## config.mk

```make
export PLATFORM = sky130hd
export DESIGN_NAME = indexed_list_insert_remove
export DESIGN_NICKNAME = d
export VERILOG_FILES = /design/src/hdl/ilir_pkg.sv /design/src/hdl/ilir_core.sv /design/src/hdl/indexed_list_insert_remove.sv
export SDC_FILE = /design/constraint.sdc
export NUM_CORES = 2
export LEC_CHECK = 0
export BUFFER_PORTS_ARGS = -buffer_cell sky130_fd_sc_hd__buf_4
export CAP_MARGIN = 10
export CORE_UTILIZATION = 25
export CTS_BUF_LIST = sky130_fd_sc_hd__clkbuf_4 sky130_fd_sc_hd__clkbuf_8
export DETAILED_ROUTE_END_ITERATION = 16
export GPL_TIMING_DRIVEN = 0
export MAX_ROUTING_LAYER = met4
export PLACE_DENSITY = 0.44
export SYNTH_ARGS = -nofsm -noshare
export SYNTH_HDL_FRONTEND = slang
export SYNTH_SLANG_ARGS = --single-unit
```

## constraint.sdc

```tcl
create_clock -name clk -period 5 [get_ports clk]
set_input_delay 0.75 -clock clk [delete_from_list [all_inputs] [get_ports clk]]
set_output_delay 0.75 -clock clk [all_outputs]
set_load 0.03 [all_outputs]
```

## src/hdl/ilir_pkg.sv

```systemverilog
package ilir_pkg;

	// List geometry
	localparam int CAPACITY = 64;
	localparam int IDX_W    = $clog2(CAPACITY);
	localparam int CNT_W    = $clog2(CAPACITY + 1);

	// Field widths
	localparam int CMD_W    = 2;
	localparam int POS_W    = 8;
	localparam int WORD_W   = 32;
	localparam int STAT_W   = 2;
	localparam int COUNT_W  = 7;
	localparam int CMP_W    = (POS_W > CNT_W) ? POS_W : CNT_W;

	// Stream word widths, padded to whole bytes
	localparam int S_FIELDS_W = CMD_W + POS_W + WORD_W;
	localparam int M_FIELDS_W = WORD_W + STAT_W + COUNT_W;
	localparam int S_TDATA_W  = ((S_FIELDS_W + 7) / 8) * 8;
	localparam int M_TDATA_W  = ((M_FIELDS_W + 7) / 8) * 8;

	typedef enum logic [CMD_W-1:0] {
		CMD_APPEND = 2'd0,
		CMD_INSERT = 2'd1,
		CMD_REMOVE = 2'd2,
		CMD_READ   = 2'd3
	} cmd_t;

	typedef enum logic [STAT_W-1:0] {
		STAT_OK    = 2'd0,
		STAT_RANGE = 2'd1,
		STAT_FULL  = 2'd2
	} status_t;

	typedef struct packed {
		logic signed [WORD_W-1:0] word;
		status_t                  status;
		logic [COUNT_W-1:0]       count;
	} res_t;

endpackage

```

## src/hdl/ilir_core.sv

```systemverilog
module ilir_core (
	input  logic                                    clk,
	input  logic                                    arst_n,
	input  logic                                    cmd_valid,
	output logic                                    cmd_ready,
	input  ilir_pkg::cmd_t                          cmd_op,
	input  logic [ilir_pkg::POS_W-1:0]              cmd_pos,
	input  logic signed [ilir_pkg::WORD_W-1:0]      cmd_word,
	output logic                                    res_valid,
	input  logic                                    res_ready,
	output ilir_pkg::res_t                          res
);

	typedef enum logic [5:0] {
		ST_IDLE   = 6'b000001,
		ST_UP     = 6'b000010,
		ST_DN     = 6'b000100,
		ST_FILL   = 6'b001000,
		ST_RDWAIT = 6'b010000,
		ST_POST   = 6'b100000
	} state_t;

	state_t                                 state_q;
	state_t                                 dec_state;
	logic [ilir_pkg::CNT_W-1:0]             count_q;
	logic [ilir_pkg::IDX_W-1:0]             addr_q;
	logic [ilir_pkg::IDX_W-1:0]             last_q;
	logic [ilir_pkg::IDX_W-1:0]             pos_q;
	logic signed [ilir_pkg::WORD_W-1:0]     word_q;
	logic signed [ilir_pkg::WORD_W-1:0]     rdata_q;
	logic signed [ilir_pkg::WORD_W-1:0]     res_word_q;
	ilir_pkg::status_t                      res_status_q;
	ilir_pkg::status_t                      dec_status;
	logic                                   dec_inc;
	logic                                   dec_dec;
	logic                                   accept;
	logic                                   full;
	logic [ilir_pkg::CMP_W-1:0]             pos_ext;
	logic [ilir_pkg::CMP_W-1:0]             cnt_ext;
	logic [ilir_pkg::IDX_W-1:0]             pos_idx;
	logic [ilir_pkg::IDX_W-1:0]             cnt_idx;
	logic                                   mem_we;
	logic [ilir_pkg::IDX_W-1:0]             mem_waddr;
	logic signed [ilir_pkg::WORD_W-1:0]     mem_wdata;
	logic [ilir_pkg::IDX_W-1:0]             mem_raddr;
	logic signed [ilir_pkg::WORD_W-1:0]     mem [ilir_pkg::CAPACITY];

	assign cmd_ready = (state_q == ST_IDLE);
	assign accept    = cmd_valid && cmd_ready;
	assign pos_ext   = ilir_pkg::CMP_W'(cmd_pos);
	assign cnt_ext   = ilir_pkg::CMP_W'(count_q);
	assign pos_idx   = cmd_pos[ilir_pkg::IDX_W-1:0];
	assign cnt_idx   = count_q[ilir_pkg::IDX_W-1:0];
	assign full      = (count_q >= ilir_pkg::CNT_W'(ilir_pkg::CAPACITY));

	// Decode the command and steer the memory ports
	always_comb begin
		dec_status = ilir_pkg::STAT_OK;
		dec_state  = ST_POST;
		dec_inc    = 1'b0;
		dec_dec    = 1'b0;
		mem_we     = 1'b0;
		mem_waddr  = cnt_idx;
		mem_wdata  = cmd_word;
		mem_raddr  = addr_q;
		unique case (state_q)
			ST_IDLE: begin
				unique case (cmd_op)
					ilir_pkg::CMD_APPEND: begin
						if (full) begin
							dec_status = ilir_pkg::STAT_FULL;
						end else begin
							dec_inc = 1'b1;
							mem_we  = cmd_valid;
						end
					end
					ilir_pkg::CMD_INSERT: begin
						mem_raddr = cnt_idx - ilir_pkg::IDX_W'(1);
						if (pos_ext > cnt_ext) begin
							dec_status = ilir_pkg::STAT_RANGE;
						end else if (full) begin
							dec_status = ilir_pkg::STAT_FULL;
						end else if (pos_ext == cnt_ext) begin
							// insert at the end is an append
							dec_inc = 1'b1;
							mem_we  = cmd_valid;
						end else begin
							dec_inc   = 1'b1;
							dec_state = ST_UP;
						end
					end
					ilir_pkg::CMD_REMOVE: begin
						mem_raddr = pos_idx + ilir_pkg::IDX_W'(1);
						if (pos_ext >= cnt_ext) begin
							dec_status = ilir_pkg::STAT_RANGE;
						end else if (pos_ext + ilir_pkg::CMP_W'(1) == cnt_ext) begin
							// last entry: nothing to move down
							dec_dec = 1'b1;
						end else begin
							dec_dec   = 1'b1;
							dec_state = ST_DN;
						end
					end
					ilir_pkg::CMD_READ: begin
						mem_raddr = pos_idx;
						if (pos_ext >= cnt_ext) begin
							dec_status = ilir_pkg::STAT_RANGE;
						end else begin
							dec_state = ST_RDWAIT;
						end
					end
				endcase
			end
			ST_UP: begin
				mem_we    = 1'b1;
				mem_waddr = addr_q + ilir_pkg::IDX_W'(1);
				mem_wdata = rdata_q;
				mem_raddr = addr_q - ilir_pkg::IDX_W'(1);
			end
			ST_DN: begin
				mem_we    = 1'b1;
				mem_waddr = addr_q - ilir_pkg::IDX_W'(1);
				mem_wdata = rdata_q;
				mem_raddr = addr_q + ilir_pkg::IDX_W'(1);
			end
			ST_FILL: begin
				mem_we    = 1'b1;
				mem_waddr = pos_q;
				mem_wdata = word_q;
			end
			default: begin
			end
		endcase
	end

	// Entry store: one write and one registered read per cycle
	always_ff @(posedge clk) begin
		if (mem_we) begin
			mem[mem_waddr] <= mem_wdata;
		end
		rdata_q <= mem[mem_raddr];
	end

	// Sequencer and list length
	always_ff @(posedge clk or negedge arst_n) begin
		if (!arst_n) begin
			state_q <= ST_IDLE;
			count_q <= '0;
		end else begin
			unique case (state_q)
				ST_IDLE: begin
					if (cmd_valid) begin
						state_q <= dec_state;
						if (dec_inc) begin
							count_q <= count_q + ilir_pkg::CNT_W'(1);
						end else if (dec_dec) begin
							count_q <= count_q - ilir_pkg::CNT_W'(1);
						end
					end
				end
				ST_UP: begin
					if (addr_q == pos_q) begin
						state_q <= ST_FILL;
					end
				end
				ST_DN: begin
					if (addr_q == last_q) begin
						state_q <= ST_POST;
					end
				end
				ST_FILL:   state_q <= ST_POST;
				ST_RDWAIT: state_q <= ST_POST;
				ST_POST: begin
					if (res_ready) begin
						state_q <= ST_IDLE;
					end
				end
				default:   state_q <= ST_IDLE;
			endcase
		end
	end

	// Hold the command operands and walk the shift pointer
	always_ff @(posedge clk) begin
		if (accept) begin
			pos_q        <= pos_idx;
			word_q       <= cmd_word;
			addr_q       <= mem_raddr;
			last_q       <= cnt_idx - ilir_pkg::IDX_W'(1);
			res_status_q <= dec_status;
			res_word_q   <= '0;
		end else if (state_q == ST_UP || state_q == ST_DN) begin
			addr_q <= mem_raddr;
		end else if (state_q == ST_RDWAIT) begin
			res_word_q <= rdata_q;
		end
	end

	assign res_valid  = (state_q == ST_POST);
	assign res.word   = res_word_q;
	assign res.status = res_status_q;
	assign res.count  = ilir_pkg::COUNT_W'(count_q);

	assert property (@(posedge clk) disable iff (!arst_n)
		count_q <= ilir_pkg::CNT_W'(ilir_pkg::CAPACITY))
		else $error("list length beyond capacity");

	assert property (@(posedge clk) disable iff (!arst_n)
		state_q == ST_UP |-> addr_q >= pos_q)
		else $error("upward shift ran past the insert position");

	assert property (@(posedge clk) disable iff (!arst_n)
		state_q == ST_DN |-> addr_q <= last_q)
		else $error("downward shift ran past the list end");

	assert property (@(posedge clk) disable iff (!arst_n)
		accept && dec_status != ilir_pkg::STAT_OK |=> $stable(count_q))
		else $error("rejected command changed the list length");

endmodule

```

## src/hdl/indexed_list_insert_remove.sv

```systemverilog
// Operation: append, rejected commands and remove of the last entry post their result directly
// after acceptance, read after the registered memory read; insert shifts the entries from the
// position to the end up by one slot and then writes the word, remove shifts the entries after
// the position down by one slot, one entry moved per cycle. Throughput: one command at a time;
// a result held in the output register stalls the next command at its end until drained.
// Reset: arst_n empties the list and clears the handshakes; entry contents are not cleared.
module indexed_list_insert_remove (
	input  logic                               clk,
	input  logic                               arst_n,
	input  logic                               s_tvalid,
	output logic                               s_tready,
	input  logic [ilir_pkg::S_TDATA_W-1:0]     s_tdata,  // command, position, word_in, pad
	output logic                               m_tvalid,
	input  logic                               m_tready,
	output logic [ilir_pkg::M_TDATA_W-1:0]     m_tdata   // read_word, status, count_after, pad
);

	ilir_pkg::cmd_t                         cmd_op;
	logic [ilir_pkg::POS_W-1:0]             cmd_pos;
	logic signed [ilir_pkg::WORD_W-1:0]     cmd_word;
	logic                                   res_valid;
	logic                                   res_ready;
	ilir_pkg::res_t                         res;
	ilir_pkg::res_t                         out_q;
	logic                                   m_tvalid_q;

	// Unpack the input word
	assign cmd_op   = ilir_pkg::cmd_t'(s_tdata[ilir_pkg::CMD_W-1:0]);
	assign cmd_pos  = s_tdata[ilir_pkg::CMD_W +: ilir_pkg::POS_W];
	assign cmd_word = s_tdata[ilir_pkg::CMD_W + ilir_pkg::POS_W +: ilir_pkg::WORD_W];

	ilir_core u_core (
		.clk       (clk),
		.arst_n    (arst_n),
		.cmd_valid (s_tvalid),
		.cmd_ready (s_tready),
		.cmd_op    (cmd_op),
		.cmd_pos   (cmd_pos),
		.cmd_word  (cmd_word),
		.res_valid (res_valid),
		.res_ready (res_ready),
		.res       (res)
	);

	// Output register: take a new result when empty or being drained
	assign res_ready = !m_tvalid_q || m_tready;

	always_ff @(posedge clk or negedge arst_n) begin
		if (!arst_n) begin
			m_tvalid_q <= 1'b0;
		end else if (res_ready) begin
			m_tvalid_q <= res_valid;
		end
	end

	always_ff @(posedge clk) begin
		if (res_valid && res_ready) begin
			out_q <= res;
		end
	end

	// Pack the output word
	assign m_tvalid = m_tvalid_q;
	assign m_tdata  = {{(ilir_pkg::M_TDATA_W - ilir_pkg::M_FIELDS_W){1'b0}},
		out_q.count, out_q.status, out_q.word};

endmodule
```

# Word level (Yosys, flattened, before mapping)

Memories as Yosys holds them, arrays and structs flattened. A register that Yosys moved wholly into a read port is not among the register bits.
Index checks and enable logic that the tools add are counted.

Register bits after elaboration: 139
Bits in writable memories: 2,048
Output and inout bits: 50
Word-level logic and storage cells: 95
Memories: 1

$add $sub $neg: 7
Magnitude comparators: 3
Equality and inequality tests: 17
Mux-type cells: 39
Bitwise gates (word level): 1
Reductions and logical operators: 15

Memory list:

| name       | words | bits a word | rd ports | clocked after Yosys merged registers in | wr ports | line            | RTL |
|---|---|---|---|---|---|---|---|
| u_core.mem | 64    | 32          | 1        | 1                                       | 1        | ilir_core.sv:46 | `logic signed [ilir_pkg::WORD_W-1:0] mem [ilir_pkg::CAPACITY];` |

Operator list:

| kind                | count |
|---|---|
| $mux 6              | 12 |
| $pmux 6 s3          | 4 |
| $pmux 32 s2         | 1 |
| $pmux 6 s5          | 1 |
| $eq 8x7->1          | 2 |
| $mux 7              | 2 |
| $mux 1              | 13 |
| $add 6x1->6 const B | 2 |
| $eq 6x6->1          | 2 |
| $sub 6x1->6 const B | 2 |
| $add 8x1->8 const B | 1 |
| $ge 8x7->1          | 1 |
| $gt 8x7->1          | 1 |
| $add 7x1->7 const B | 1 |
| $ge 7x7->1 const B  | 1 |
| $sub 7x1->7 const B | 1 |
| $eq 6x1->1 const B  | 1 |
| $eq 6x2->1 const B  | 1 |
| $eq 6x3->1 const B  | 1 |
| $eq 6x4->1 const B  | 1 |
| $eq 6x5->1 const B  | 1 |
| $eq 6x6->1 const B  | 1 |
| $ne 2x1->1 const B  | 3 |
| $pmux 1 s2          | 3 |
| 16 further kinds    | 23 |

# Logic depth before layout (Yosys ltp)

Depth in word-level cells: 8
Mapped depth: 18

# By module

From an unflattened synthesis, not the netlist that was laid out.

Cells, all modules: 6,540
Area, all modules: 88,356.0 um^2

By module, submodules not included:

| module                     | times used | cells each | area each (um^2) | sequential area each (um^2) |
|---|---|---|---|---|
| ilir_core                  | 1          | 6,487      | 87,014.7         | 64,668.3 |
| indexed_list_insert_remove | 1          | 53         | 1,341.3          | 1,256.2 |

# Worst setup path after synthesis

Ideal clock, no wire load.

Path type: register to register
Start point: reg u_core.state_q[0]
End point: mem u_core.mem[14][0] in the netlist's numbering, enable pin
Setup time: 0.421 ns
Data arrival time: 3.849 ns
Required time: 4.579 ns
Path slack: 0.730 ns
Cell stages (with the launch flop): 11
Path buffers: 1
Clock period less this slack: 4.270 ns
Cells stage by stage: dfstp_2 > clkbuf_1 > nor2b_1 > nand2_2 > inv_1 > nand2_1 > nor3_1 > a21boi_0 > nor2b_1 > nand3_1 > nor2_1

RTL lines:

| what                         | line                             | RTL |
|---|---|---|
| from (decl)                  | ilir_core.sv:23                  | `state_t state_q;` |
| from (signal assigned)       | ilir_core.sv:153                 | `state_q <= dec_state;` |
| $eq 6x1->1                   | n/a                              |  |
| net s_tready                 | indexed_list_insert_remove.sv:11 | `output logic s_tready,` |
| $pmux 1 s2                   | ilir_core.sv:66                  | `unique case (state_q)` |
| $mux 1                       | ilir_core.sv:138                 | `if (mem_we) begin` |
| $mux 1 (implied by the code) | ilir_core.sv:139                 | `mem[mem_waddr] <= mem_wdata;` |
| to (decl)                    | ilir_core.sv:46                  |  |

The timed path passes the listed nets, and every way through them passes these cells.

# Final worst setup path

Start point: reg u_core.state_q[3]
End point: reg u_core.rdata_q[29] in the netlist's numbering, read port of u_core.mem

Longest elaborated chain between the ends: 2

RTL lines:

| what                               | line            | RTL |
|---|---|---|
| $eq 6x3->1 (tied with other cells) | ilir_core.sv:66 |  |
| $pmux 6 s3 (*)                     | ilir_core.sv:66 |  |
| to (decl)                          | ilir_core.sv:30 | `logic signed [ilir_pkg::WORD_W-1:0] rdata_q;` |

Mark *: on every way between the ends. The rest lies on a longest branch, timed or not.
A chain may end at the register's enable or synchronous reset.

==> reports/summary.log <==
INFO  setup_path     worstPathArrival=5970ps
INFO  routing        post_drt_via_cell_ratio=4.96
INFO  sta            finalWorstSetupSlack=-62.9ps
INFO  power          fraction_of_power_spent_switching_nets=0.455
INFO  layout         finish.utilization=0.304
INFO  setup_path     start_kind=flop
INFO  synthesis      synth_top_cells_by_area=edfxtp_1 73%, nand2_1 6.7%, nand3_1 3.0%
INFO  routing        vias=59300
INFO  layout         areaGrowthSynthToFinish=21.0%
INFO  global_routing grt_pass1_vias=56400
INFO  synthesis      yosysSeqAreaShare=0.751
INFO  floorplanning  vertical_die_dimension=595um
INFO  layout         fill_cell_instance_count_of_the_final_layout=34900
INFO  placed_design  dpl.hpwl=235000um
INFO  setup_path     critical-path-top-cell-by-count=buf_4
INFO  clock_network  cts_inserted_buffers=373
INFO  clock_network  ctsLongestPathBuffers=4
INFO  power          combinationalPowerShare=0.449
INFO  setup_path     required=5910ps
INFO  placed_design  place.gp.congestion=0.986
INFO  routing        drt_wl_total=336000um
INFO  synthesis      synthesis.yosys.warnings=0
INFO  sta            post-route-period-util=1.01
INFO  routing        wl_per_cell=28.1um
INFO  setup_path     crit_path_slowest_cell=nor4_4
INFO  floorplanning  initial_core_utilization=0.251
INFO  synthesis      synth-seq-cells=2219
INFO  synthesis      syn_inst=6345
INFO  sta            grt_setup_unrepaired=yes
INFO  sta            post_route_clock_skew=57.1ps
INFO  sta            achievable-frequency=198MHz
INFO  hold_path      hold_path_class=input port to flop
INFO  floorplanning  top_level_ports=102
INFO  job            max-cap-violations=0
INFO  layout         register_area=65900um^2
INFO  global_routing grt_usage=0.189
INFO  power          power_per_cell_area=639nW/um^2
INFO  layout         multi_input_gate_area=20900um^2
INFO  placed_design  io_buffers=87
INFO  synthesis      post_synth_edffs=2141
INFO  clock_network  cts.reportedPaths.clkPinSlew=60ps
INFO  floorplanning  rows=217
INFO  synthesis      synth.avg_cell_area=13.8um^2
INFO  power          design_power_total=67.8mW
INFO  global_routing grt_remaining_overflow=0
INFO  synthesis      synthDistinctLibCells=88
INFO  power          relative_contribution_of_sequential_cells_to_total_power=0.316
INFO  power          power_report.internal_total=37.0mW
INFO  synthesis      area_share_of_the_leading_cell_type_in_the_synthesized_netlist=0.732
INFO  sta            maxSlewViolCount=0
INFO  power          power.clock.fraction=0.235
INFO  setup_path     critical_path_class=flop to flop
INFO  sta            tightest_slew=1120ps
INFO  setup_path     timing.critical_path.cells=nor4_4, o211a_1, o32a_1, and2_1, buf_2, buf_4, buf_4, buf_4, nand2_1, a31oi_1, o21ai_0, nor4_1, buf_2, o211a_1
INFO  layout         num-nets-final=7118
INFO  sta            final.min_clock_period=5060ps
INFO  power          power.net_switching=30.8mW
INFO  outcome        failed_checks=setup timing
INFO  outcome        run_status=complete, but fails checks
INFO  routing        detail_route.iter0.violations=7099
INFO  hold_path      whs_path_cells=3
INFO  setup_path     worst_setup_path_end_kind=flop
INFO  placed_design  detailedPlace.worstSlack=-956ps
INFO  clock_network  ctsHtreeMaxLevel=5
INFO  setup_path     worstPathMaxFanout=10
INFO  layout         final_layout_size_suffix_gt1_frac=0.188
INFO  global_routing first_pass_grt_wire_length=458000um
INFO  sta            timing_hold_violations_final=0
INFO  clock_network  cts_root_buffer=clkbuf_8
INFO  routing        post_route_antenna_net_violation_count=0
INFO  synthesis      synth-async-reset-ratio=0.00631
INFO  global_routing grt_antenna_before_repair=29
INFO  floorplanning  coreArea=349000um^2
INFO  routing        remaining_drc_errors=0
INFO  synthesis      synth_area=87800um^2
INFO  clock_network  cts_sinks=2219
INFO  floorplanning  floorplan.die.width=595um
INFO  clock_network  clk_latency=1020ps
INFO  power          peakVddDrop=0.000291V
INFO  global_routing largest_net_degree_at_the_start_of_global_routing=65
INFO  sta            timing.slew.headroom=0.252
INFO  setup_path     ff2ff_path_depth=14
INFO  power          cellLeakagePower=35.8nW
INFO  floorplanning  floorplan.die_area=354000um^2
INFO  synthesis      netlist.top_cell.by_area=edfxtp_1
INFO  setup_path     critPathMaxStageDelay=560ps
INFO  clock_network  tritoncts=yes
INFO  routing        detail_route.first_pass.iterations=9
INFO  synthesis      commonest_register_cell_after_synthesis=edfxtp_1
INFO  sta            setup_viol=1
==> layer usage <==
metal,vias to the layer above,GRT usage,routed length (um)
met5,-,-,0
met4,0,0.0705,14800
met3,562,0.0379,30200
met2,2960,0.283,149000
met1,30300,0.251,142000
li1,25500,-,-
==> power by group through the flow <==
stage                     Clock (mW)  Combinational (mW)  Sequential [mW]
after floorplan                    0                13.5             21.9
after global placement             0                28.2             22.0
after detailed placement           0                29.3             21.8
after CTS                       16.2                29.7             21.4
after global routing            17.0                31.3             21.5
final                           16.0                30.4             21.4
==> metrics by stage <==
step	std cells	hold slack, ps	TNS, ps	instance area, um^2
2_1_floorplan	6351	400	0	87800
3_3_place_gp	11000	405	-4945070	94200
3_5_place_dp	11200	413	-65430	97400
4_1_cts	11900	45.7	0	105000
5_1_grt	11900	101	-165	106000
6_report	11900	115	-62.9	106000
==> logic make-up (layout without fill, tap and decap cells) <==
logic type | after synthesis | count (layout) | share of synthesized area
AO/OA/AOI/OAI | 963 | 963 | 0.0789
XOR/XNOR | 40 | 40 | 0.00399
adder cells (fa/ha/maj) | 18 | 18 | 0.00265
buffers and inverters | 469 | 1451 | 0.0244
flip-flops | 2219 | 2219 | 0.751
multiplexers | 148 | 148 | 0.0171
other | 1 | 24 | 0.0000427
AND/OR/NAND/NOR | 2487 | 2487 | 0.122
==> path summary, 6_finish.rpt <==
path | start | to | slack, ps
setup / recovery | u_core.state_q[3]$_DFFE_PN0P_ | u_core.rdata_q[29]$_DFF_P_ | -60
hold / removal | m_tready | m_tvalid$_DFFE_PN0P_ | 110
setup reg to reg | u_core.state_q[3]$_DFFE_PN0P_ | u_core.rdata_q[29]$_DFF_P_ | -60
hold reg to reg | u_core.res_word_q[26]$_SDFFE_PP0P_ | m_tdata[26]$_DFFE_PP_ | 430
max in group asynchronous | arst_n | u_core.state_q[0]$_DFFE_PN1P_ | 4600
min in group asynchronous | arst_n | u_core.state_q[1]$_DFFE_PN0P_ | 130
==> flip-flops by register name (all words and copies together) (netlist names) <==
| name | count |
|---|---|
| u_core.res_status_q | 2 |
| u_core.last_q | 6 |
| m_tdata | 41 |
| u_core.pos_q | 6 |
| u_core.count_q | 7 |
| u_core.res_word_q | 32 |
| u_core.rdata_q | 32 |
| m_tvalid | 1 |
| u_core.state_q | 6 |
| u_core.mem | 2048 |
| u_core.word_q | 32 |
| u_core.addr_q | 6 |
==> cells in the mapped netlist (22+ instances only) <==
master and n:
a211oi_1 93, a21oi_1 251, a221oi_1 135, a22oi_1 37, a311oi_1 42, a31oi_1 125
a32oi_1 79, and3_1 135, buf_1 50, buf_2 181, buf_4 33, clkbuf_1 177
dfxtp_1 64, edfxtp_1 2141, mux2i_1 140, nand2_1 1574, nand3_1 532, nand4_1 23
nor2_1 102, nor3_1 33, nor4_1 47, o211a_1 22, o21ai_0 30, o22ai_1 31
xnor2_1 23
==> layout by cell type, fill, tap and decap left out, types with 18 or more instances in the layout <==
master         instances
nor4_1                19
buf_16                24
a32oi_1               72
nand3_1              525
mux2i_1              140
a211oi_1              93
clkbuf_1             123
o22ai_1               31
buf_12                86
clkinv_2              35
buf_2                168
o21ai_0               30
nor4_2                25
dlygate4sd3_1         40
a21boi_0              21
nand2_4               26
and3_1               135
a311oi_1              42
buf_4                221
a221oi_1             131
a22oi_1               37
nor3_1                32
clkbuf_2              59
o211a_1               22
clkinv_1              86
a31oi_1              120
nor2_1                34
clkbuf_4             140
nor2_4                67
edfxtp_1            2141
nand4_1               23
nand2_1             1535
dfxtp_1               64
buf_1                 18
xnor2_1               23
inv_1                 19
clkbuf_8             386
a21oi_1              250
==> worst max-delay path: cells and delay by family (launching register included) <==
| family | cells | cell delay [ps] |
|---|---|---|
| flops | 1 | 480 |
| buf+inv | 5 | 1590 |
| compound gates | 5 | 1690 |
| simple gates | 4 | 1190 |
==> layout make-up <==
| type | instances | share of cell area |
|---|---|---|
| diodes | 17 | 0.000401 |
| plain buffers | 441 | 0.0213 |
| clock buffers | 513 | 0.0590 |
| clock inverters | 147 | 0.00798 |
| inverters | 24 | 0.000848 |
| multi-input cells | 3663 | 0.197 |
| flip-flops and latches | 2219 | 0.621 |
| well taps | 4599 | 0.0542 |
| repair buffers | 326 | 0.0388 |
==> timing repair <==
item / CTS / global route
hold buffers: 40 / 0
setup buffers: 6 / 68
setup endpoints to repair: 562 / 1186
resized for setup: 113 / 84
endpoints found under the hold margin: 53 / 0
gates cloned: 0 / 0
pin swaps: 4 / 32
(Power assumes the default switching activity.)
